File: config.mk
export PLATFORM = sky130hd
export DESIGN_NAME = scba_ram
export DESIGN_NICKNAME = d
export VERILOG_FILES = /design/src/design/size_class_block_allocator_top_macros.svh /design/src/design/scba_ram.sv
export SDC_FILE = /design/constraint.sdc
export NUM_CORES = 1
export LEC_CHECK = 0
export ABC_AREA = 1
export BUFFER_PORTS_ARGS = -buffer_cell sky130_fd_sc_hd__buf_2
export CORE_ASPECT_RATIO = 1.2
export CORE_MARGIN = 2
export CORE_UTILIZATION = 45
export CTS_CLUSTER_SIZE = 28
export DETAILED_ROUTE_END_ITERATION = 10
export GPL_TIMING_DRIVEN = 1
export PLACE_DENSITY = 0.7
export SYNTH_ARGS = -nofsm -noshare
export SYNTH_HDL_FRONTEND = slang
export SYNTH_SLANG_ARGS = --single-unit
File: constraint.sdc
create_clock -name clk -period 2.4 [get_ports clk]
set_input_delay 0 -clock clk [delete_from_list [all_inputs] [get_ports clk]]
set_output_delay 0 -clock clk [all_outputs]
set_load 0.01 [all_outputs]
File: src/design/size_class_block_allocator_top_macros.svh
// Assertion macros for the size-class block allocator.
`ifndef SIZE_CLASS_BLOCK_ALLOCATOR_TOP_MACROS_SVH
`define SIZE_CLASS_BLOCK_ALLOCATOR_TOP_MACROS_SVH

// Same-cycle implication, disabled during reset.
`define SCBA_ASSERT_IMP(lbl, ante, cons, msg) \
  lbl: assert property (@(posedge clk) disable iff (rst) (ante) |-> (cons)) else $error(msg);

// Next-cycle implication, disabled during reset.
`define SCBA_ASSERT_NXT(lbl, ante, cons, msg) \
  lbl: assert property (@(posedge clk) disable iff (rst) (ante) |=> (cons)) else $error(msg);

`endif

File: src/design/scba_ram.sv
// Generic single-write, single-read RAM with registered read data.
module scba_ram #(
  parameter int WIDTH = 8,
  parameter int DEPTH = 16
) (
  input  logic                     clk,
  input  logic                     we,
  input  logic [$clog2(DEPTH)-1:0] waddr,
  input  logic [WIDTH-1:0]         wdata,
  input  logic [$clog2(DEPTH)-1:0] raddr,
  output logic [WIDTH-1:0]         rdata
);

  logic [WIDTH-1:0] mem [DEPTH];

  always_ff @(posedge clk) begin
    if (we) mem[waddr] <= wdata;
    rdata <= mem[raddr];
  end

endmodule

==> results.cfg, run 1 <==
[floorplan]
pin_count = 26
num_rows = 45
dieArea_mm2 = 0.01374
initial_core_util_pct = 45.72
coreArea_mm2 = 0.01261
die_width_um = 107.3
die_h_um = 128.0

[clock_tree]
cts_setup_buffers = 0
cts_resized = 0
numCtsBuffers = 17
clockBufferDepth = 2
cts.clk_slew.worst_paths_ns = 0.05
cts_tree = done
cts.htree.levels = 4
cts_sinks = 136
root_buffer = clkbuf_16
insertion_delay_ns = 0.42

[global_route]
globalRouteOverflowTotal = 0
grt_pass1_vias = 3632
grt_max_degree = 65
antenna_found_initial = 0
track_usage_pct = 19.34
grt_pass1_wl_mm = 19.29

[placed_design]
io_buffers = 25
gp_congestion = 0.8129
post-place-ws_ns = 0.9771
dp_hpwl_mm = 7.719
placed_area_mm2 = 0.005966

[worst_setup_path]
criticalPathCategory = reg2reg
cp.depth = 6
path_delay_family = simple AND/OR/NAND/NOR gates
crit_path_max_incr_delay_ns = 0.35
path_max_fanout = 1
worstPathRequired_ns = 2.71
cp_common_cell = nand3_1
cp-end-kind = flip-flop
cp_slowest_cell = edfxtp_1
worstPathCellList = inv_1, nand2_1, nand3_1, nand3_1, nand3_1, nand2_1
cp-start-kind = flip-flop
reg2regPathDepth = 6
cp_num_buf_inv = 1
cp_data_arrival_time_ns = 1.37

[timing]
setup_viol = 0
finClkSkew_ns = 0.006424
period_share_pct = 44.21
max_freq_mhz = 942.4
slew_headroom_pct = 40.48
final_max_slew_viol_count = 0
setup_tns_ns = 0
min_period_ns = 1.061
rsz0062_at_grt = false
tightest_slew_ns = 0.8895
setup_slack_ns = 1.339
hold_viol_final = 0

[route]
drt_iter0_drc = 317
viasPerCell = 5.045
remaining_drc_errors = 0
first_pass_iters = 4
totalWireLength_mm = 12.30
dr_total_vias = 3794
avgRoutedWirePerCell_um = 16.35
antenna_left = 0

[status]
outcome = finished clean

[finish]
final_common_cell = nand2_1
syn2layout_area_growth_pct = 13.50
diodes = 0
layout-drive-gt1-share_pct = 9.354
finish.utilization_pct = 51.89
stdcell_area_mm2 = 0.006545
layout_common_cells = nand2_1 (173), edfxtp_1 (128), inv_1 (100)
nNetsFinal = 593

[power]
combPwrFrac_pct = 5.7
power.density_mw_per_mm2 = 838.8
p_seq_share_pct = 48.7
p_int_uw = 4352
power.leakage_uw = 0.002815
p_sw_uw = 1137
p_clk_share_pct = 45.6
irDropWorstVdd_mv = 0.5583
swShare_pct = 20.72

[logic_synthesis]
ys_seq_elements = 136
yosys_warnings = 0
synthesis.nets = 569
ys_seq_area_share_pct = 69.43
synthesis.area_per_instance_um2 = 10.47
netlist_area_mm2 = 0.005767
yosys-top-cells-area = edfxtp_1 (67%), nand2_1 (11%), nand3_1 (8.4%)
synth.distinct_cells = 12
synth_top_area_cell = edfxtp_1
synth_top_area_share_pct = 66.65
synth_cells = 551

[hold_path]
whs_path_depth = 1
hp-class = in2reg

[job]
cap_violations = 0
## cell type report
type                    instances  area, µm²
clock inverters                12      132.6
inverters                     102      382.9
clock buffers                  20      436.7
well taps                     164      205.2
multi-input cells             289       1214
fillers                      1132       6067
repair buffers                 29      170.2
flip-flops and latches        136       4004
## worst paths after layout
check,startpoint,to,slack [ns]
worst max-delay path,mem[5][6]$_DFFE_PP_,rdata[6]$_DFF_P_,1.34
worst min-delay path,wdata[2],mem[3][2]$_DFFE_PP_,0.005
worst max register to register,mem[5][6]$_DFFE_PP_,rdata[6]$_DFF_P_,1.34
worst min register to register,mem[12][2]$_DFFE_PP_,rdata[2]$_DFF_P_,0.66
## stage by stage
step | std cells | hold WS (ns) | total power (µW)
after floorplan | 551 | 0.09887 | 2912
after global placement | 719 | 0.3631 | 3030
after detailed placement | 719 | 0.3615 | 3036
after CTS | 752 | 0.002864 | 5512
after global routing | 752 | 0.01254 | 5652
final | 752 | 0.005230 | 5490
## Yosys cell counts
cell and n:
nor2_1 17, inv_2 2, edfxtp_1 128, nand2_1 173
buf_4 4, dfxtp_1 8, buf_6 6, nand3_1 97
buf_1 1, buf_2 13, inv_1 100, nand3b_1 2
## logic make-up (layout without fill, tap and decap cells)
family | count (synthesis) | after routing | share of synthesized area [%]
buffers and inverters | 126 | 163 | 9.525
DFF | 136 | 136 | 69.43
and+or+nand+nor | 289 | 289 | 21.05
## worst reg2reg max path, cell delays in order, from the launching register on
cell and delay [ns]:
edfxtp_1 0.35, inv_1 0.07, nand2_1 0.05, nand3_1 0.13, nand3_1 0.14, nand3_1 0.16, nand2_1 0.06
## registers in the layout, indices dropped and copies added, names as in the netlist
| name | count |
|---|---|
| mem | 128 |
| rdata | 8 |
## routing by layer
| layer | vias to the layer above | part of all wire (%) | GRT usage, % |
|---|---|---|---|
| li1 | 1820 | - | - |
| met1 | 1783 | 41 | 24.36 |
| met2 | 155 | 49 | 30.71 |
| met3 | 36 | 6.2 | 4.169 |
| met4 | 0 | 3.9 | 11.54 |
| met5 | - | 0 | 0 |
## power groups by stage
| stage | registers [µW] | logic, µW | clock network, µW |
|---|---|---|---|
| floorplan | 2720 | 187 | 0 |
| global placement | 2720 | 308 | 0 |
| detailed placement | 2720 | 313 | 0 |
| CTS | 2670 | 316 | 2520 |
| global route | 2680 | 350 | 2620 |
| finish | 2670 | 313 | 2500 |
## repair_timing
item	4_1_cts	5_1_grt
setup endpoints to repair	0	0
hold endpoints to repair	8	0
hold buffers	1	0
Power figures use the tool's default switching activity.
==> run 2: changes to the inputs <==
==> constraint.sdc (replaced) <==
create_clock -name clk -period 1 [get_ports clk]
set_input_delay 0 -clock clk [delete_from_list [all_inputs] [get_ports clk]]
set_output_delay 0 -clock clk [all_outputs]
set_load 0.01 [all_outputs]
==> run 2 against run 1 <==
  * The flow now finishes with violations (negative hold slack)
  * Die area did not move
  * Setup slack worse by 1.3 ns
  * Routed wire length grew 4.6%
  * Register-to-register slack lost 1.3 ns
  * Global-route usage rose by 0.085 points
  * Sequential power is 140% higher
  * Clock skew is essentially flat
  * Via count grew 4.3%
  * Count of clock-buffer cells in the layout fell by 3
  * Critical path type unchanged
==> results.cfg, run 2 (same netlist as run 1, synthesis figures left out) <==
[placed_design]
dp_hpwl_mm = 8.362
gp_congestion = 0.8408
io_buffers = 25

[worst_setup_path]
path_delay_family = simple AND/OR/NAND/NOR gates
worstPathRequired_ns = 1.30
crit_path_max_incr_delay_ns = 0.37
cp-end-kind = flip-flop
cp_data_arrival_time_ns = 1.30
criticalPathCategory = reg2reg
worstPathCellList = inv_1, nand2_1, nand3_2, nand3_1, nand3_2, nand2_1
cp_num_buf_inv = 1
cp_slowest_cell = edfxtp_1
path_max_fanout = 1
cp-start-kind = flip-flop
worst-r2r-setup-slack_ns = 0.003

[finish]
finish.utilization_pct = 55.72
syn2layout_area_growth_pct = 21.87
layout-drive-gt1-share_pct = 19.13
final_common_cell = nand2_1
nNetsFinal = 627
regMostFlops = mem
top_regs = mem x128, rdata x8
largest_reg_flops = 128
diodes = 0
layout_common_cells = nand2_1 (173), edfxtp_1 (128), inv_1 (100)

[floorplan]
pin_count = 26
dieArea_mm2 = 0.01374
coreArea_mm2 = 0.01261
initial_core_util_pct = 45.72
num_rows = 45
die_h_um = 128.0
die_width_um = 107.3

[route]
wl_met1_mm = 4.912
avgRoutedWirePerCell_um = 16.36
top_layer = met4
first_pass_iters = 5
antenna_left = 0
route.met3.wl_um = 815
viasPerCell = 5.037
wl_met2_mm = 6.780
remaining_drc_errors = 0
totalWireLength_mm = 12.86
dr_total_vias = 3959
drt_iter0_drc = 213

[timing]
rsz0062_at_grt = true
final_max_slew_viol_count = 0
period_share_pct = 99.72
tightest_slew_ns = 0.4183
slew_headroom_pct = 72.08
finClkSkew_ns = 0.006786
hold_slack_ns = -0.003734
max_freq_mhz = 1003
setup_viol = 0
hold_viol_final = 12
min_period_ns = 0.9972

[global_route]
antenna_found_initial = 0
globalRouteOverflowTotal = 0
grt_max_degree = 35
grt_pass1_wl_mm = 19.48
grt_pass1_vias = 3834
track_usage_pct = 19.42

[status]
failed_checks = negative hold slack
outcome = finished with violations

[power]
p_total_uw = 13550
p_sw_uw = 2959
power.leakage_uw = 0.003060
power.density_mw_per_mm2 = 1929
p_clk_share_pct = 46.1
irDropWorstVdd_mv = 1.041
combPwrFrac_pct = 6.7
swShare_pct = 21.83
p_int_uw = 10600
p_seq_share_pct = 47.3

[clock_tree]
cts_sinks = 136
cts_tree = done
insertion_delay_ns = 0.42
cts.clk_slew.worst_paths_ns = 0.06
root_buffer = clkbuf_16
cts_setup_buffers = 0
numCtsBuffers = 17
clockBufferDepth = 2
cts.htree.levels = 4

[job]
cap_violations = 0

[hold_path]
hp-class = in2reg
run 2: layout make-up:
cell class	count	area, µm²
timing repair buffer	63	493.0
multi-input combinational	289	1339
clock inverter	15	178.9
fill	1041	5584
inverter	102	382.9
clock buffer	17	425.4
tap	164	205.2
sequential	136	4004
run 2: timing repair:
| item | 4_1_cts | 5_1_grt |
|---|---|---|
| hold buffers | 3 | 0 |
| pin swaps | 0 | 8 |
| gates resized for setup | 1 | 24 |
| setup endpoints to repair | 1 | 7 |
| hold endpoints to repair | 36 | 0 |
run 2: worst paths after layout:
path	from	to	cells past startpoint
worst min-delay path	wdata[4]	mem[4][4]$_DFFE_PP_	1
worst min register to register	mem[10][7]$_DFFE_PP_	rdata[7]$_DFF_P_	6
worst max-delay path	mem[4][6]$_DFFE_PP_	rdata[6]$_DFF_P_	6
worst max register to register	mem[4][6]$_DFFE_PP_	rdata[6]$_DFF_P_	6
run 2: through the flow:
| step | setup TNS (ns) | hold slack, ns | instance area (µm²) | setup slack, ns | cells |
|---|---|---|---|---|---|
| after CTS | 0 | 0.006617 | 6908 | 0.003246 | 786 |
| final | 0 | -0.003734 | 7028 | 0.002787 | 786 |
| after floorplan | 0 | 0.09887 | 5767 | 0.04916 | 551 |
| after global routing | -0.08333 | 0.007996 | 7028 | -0.02780 | 786 |
| after detailed placement | -0.6715 | 0.4052 | 6269 | -0.08446 | 751 |
| after global placement | -0.5160 | 0.3958 | 6269 | -0.05859 | 751 |
run 2: power by group through the flow:
stage / Clock [µW] / Combinational, µW / Sequential (µW)
detailed placement: 0 / 838 / 6530
floorplan: 0 / 450 / 6540
CTS: 6300 / 857 / 6410
global route: 6530 / 987 / 6420
finish: 6240 / 902 / 6410
global placement: 0 / 824 / 6520
run 2: layer usage:
layer / GRT usage [%] / up-vias
met4: 10.03 / 0
li1: - / 1885
met5: 0 / -
met3: 3.915 / 28
met1: 22.55 / 1885
met2: 33.92 / 161
==> run 3: changes to the inputs <==
--- a/config.mk
+++ b/config.mk
@@ -14,6 +14,7 @@
 export DETAILED_ROUTE_END_ITERATION = 10
 export GPL_TIMING_DRIVEN = 1
 export PLACE_DENSITY = 0.7
+export SETUP_SLACK_MARGIN = 0.1
 export SYNTH_ARGS = -nofsm -noshare
 export SYNTH_HDL_FRONTEND = slang
 export SYNTH_SLANG_ARGS = --single-unit
==> constraint.sdc (replaced) <==
create_clock -name clk -period 1 [get_ports clk]
set_input_delay 0 -clock clk [delete_from_list [all_inputs] [get_ports clk]]
set_output_delay 0 -clock clk [all_outputs]
set_load 0.1 [all_outputs]
==> run 3 against run 2 <==
  * The run now ends clean
  * Combinational power grew 45%
  * Sequential power grew 0.6%
  * Maximum frequency grew 2.2%
  * Non-clock buffer count shrank 3
  * Register-to-register slack gained 0.03 ns
  * Final area grew 3.9%
  * Largest power group is now clock
  * Critical path depth shrank 5
  * Largest cell class unchanged
  * Final cell count shrank 0.38%
  * Sequential cell count is the same
  * Global-route usage grew 1.4 points
  * Power grew 5.7%
==> results.cfg, run 3 (same netlist as run 1, synthesis figures left out) <==
[timing]
final_max_slew_viol_count = 0
setup_viol = 0
finClkSkew_ns = 0.004420
min_period_ns = 0.9755
rsz0062_at_grt = true
tightest_slew_ns = 0.3783
period_share_pct = 97.55
hold_viol_final = 0
setup_tns_ns = 0
max_freq_mhz = 1025
hold_slack_ns = 0.005513
slew_headroom_pct = 74.75

[clock_tree]
cts_setup_buffers = 0
clockBufferDepth = 2
root_buffer = clkbuf_16
cts_sinks = 136
numCtsBuffers = 17
cts_tree = done
cts.clk_slew.worst_paths_ns = 0.06
cts.htree.levels = 4
insertion_delay_ns = 0.42

[worst_setup_path]
cp_num_buf_inv = 1
cp_data_arrival_time_ns = 0.98
worstReg2RegEnd = rdata[1]$_DFF_P_
cp-end-kind = output port
crit_path_max_incr_delay_ns = 0.37
cp_slowest_cell = dfxtp_4
worstReg2RegStart = mem[14][1]$_DFFE_PP_
criticalPathCategory = reg2out
reg2regPathDepth = 6
path_delay_family = flip-flops
cp-start-kind = flip-flop
path_max_fanout = 1
worstPathRequired_ns = 1.00
worstPathCellList = buf_12
worst-r2r-setup-slack_ns = 0.03

[finish]
diodes = 0
syn2layout_area_growth_pct = 26.64
regMostFlops = mem
regArea_mm2 = 0.004024
top_regs = mem x128, rdata x8
fill_cells = 957
layout-drive-gt1-share_pct = 25.04
largest_reg_flops = 128
final_common_cell = nand2_1
layout_common_cells = nand2_1 (166), edfxtp_1 (128), inv_1 (97)
instances_no_fill = 783
multi_input_area_mm2 = 0.001461
nNetsFinal = 624

[route]
antenna_left = 0
remaining_drc_errors = 0
first_pass_iters = 5
avgRoutedWirePerCell_um = 17.49
viasPerCell = 5.192
dr_total_vias = 4065
totalWireLength_mm = 13.69
drt_iter0_drc = 358

[floorplan]
num_rows = 45
die_h_um = 128.0
die_width_um = 107.3
pin_count = 26
coreArea_mm2 = 0.01261
dieArea_mm2 = 0.01374
initial_core_util_pct = 45.72

[power]
p_total_uw = 14320
p_seq_share_pct = 45.0
power.leakage_uw = 0.003138
combPwrFrac_pct = 9.2
irDropWorstVdd_mv = 1.279
swShare_pct = 23.32
p_clk_share_pct = 45.8
p_sw_uw = 3340
p_int_uw = 10980
power.density_mw_per_mm2 = 1961

[global_route]
grt_pass1_vias = 3955
grt_pass1_wl_mm = 20.97
grt_max_degree = 26
antenna_found_initial = 0
track_usage_pct = 20.83
globalRouteOverflowTotal = 0

[hold_path]
hold_path_end = mem[11][7]$_DFFE_PP_
whs_path_depth = 1
hp-class = in2reg
hold_path.startpoint = wdata[7]

[placed_design]
dp_hpwl_mm = 8.417
gp_congestion = 0.8659
dpl.cell_count = 748
io_buffers = 25

[status]
outcome = finished clean

[job]
cap_violations = 0
## run 3: power groups by stage
stage | registers (µW) | logic [µW] | clock network, µW
3_3_place_gp | 6560 | 1170 | 0
4_1_cts | 6450 | 1270 | 6610
2_1_floorplan | 6800 | 452 | 0
3_5_place_dp | 6570 | 1200 | 0
6_report | 6450 | 1310 | 6560
5_1_grt | 6460 | 1400 | 6830
## run 3: metrics by stage
stage | utilization (%) | setup slack [ns] | cell area, µm²
3_3_place_gp | 50.71 | -0.04969 | 6396
6_report | 57.91 | 0.02447 | 7303
5_1_grt | 57.91 | -0.01413 | 7303
2_1_floorplan | - | 0.04916 | 5784
4_1_cts | 57.11 | 0.01350 | 7203
3_5_place_dp | 50.71 | -0.07813 | 6396
## run 3: worst max path at each step
stage | start | end | slack (ns) | cells past startpoint
detailed placement | raddr[0] | rdata[1]$_DFF_P_ | -0.08 | 7
global route | mem[14][1]$_DFFE_PP_ | rdata[1]$_DFF_P_ | -0.01 | 6
finish | rdata[1]$_DFF_P_ | rdata[1] | 0.02 | 1
CTS | rdata[1]$_DFF_P_ | rdata[1] | 0.01 | 1
floorplan | waddr[2] | mem[10][0]$_DFFE_PP_ | 0.05 | 2
global placement | raddr[0] | rdata[1]$_DFF_P_ | -0.05 | 8
## run 3: repair_timing
action                                 4_1_cts  5_1_grt
pin swaps                                   28       22
hold buffers                                 3        0
setup endpoints to repair                   16       16
endpoints found under the hold margin       33        0
resized for setup                           33       25
## run 3: layout make-up
type	count	area share [%]
clock buffer	17	5.825
clock inverter	15	2.758
inverter	102	5.242
multi-input combinational	289	20.01
sequential	136	55.10
tap	164	2.810
timing repair buffer	60	8.258
## run 3: routing by layer
layer / vias to the layer above / share of wire (%) / GRT usage, %
li1: 1886 / - / -
met4: 0 / 3.7 / 9.879
met5: - / 0 / 0
met2: 181 / 51 / 36.37
met3: 45 / 6.0 / 4.016
met1: 1953 / 39 / 24.70
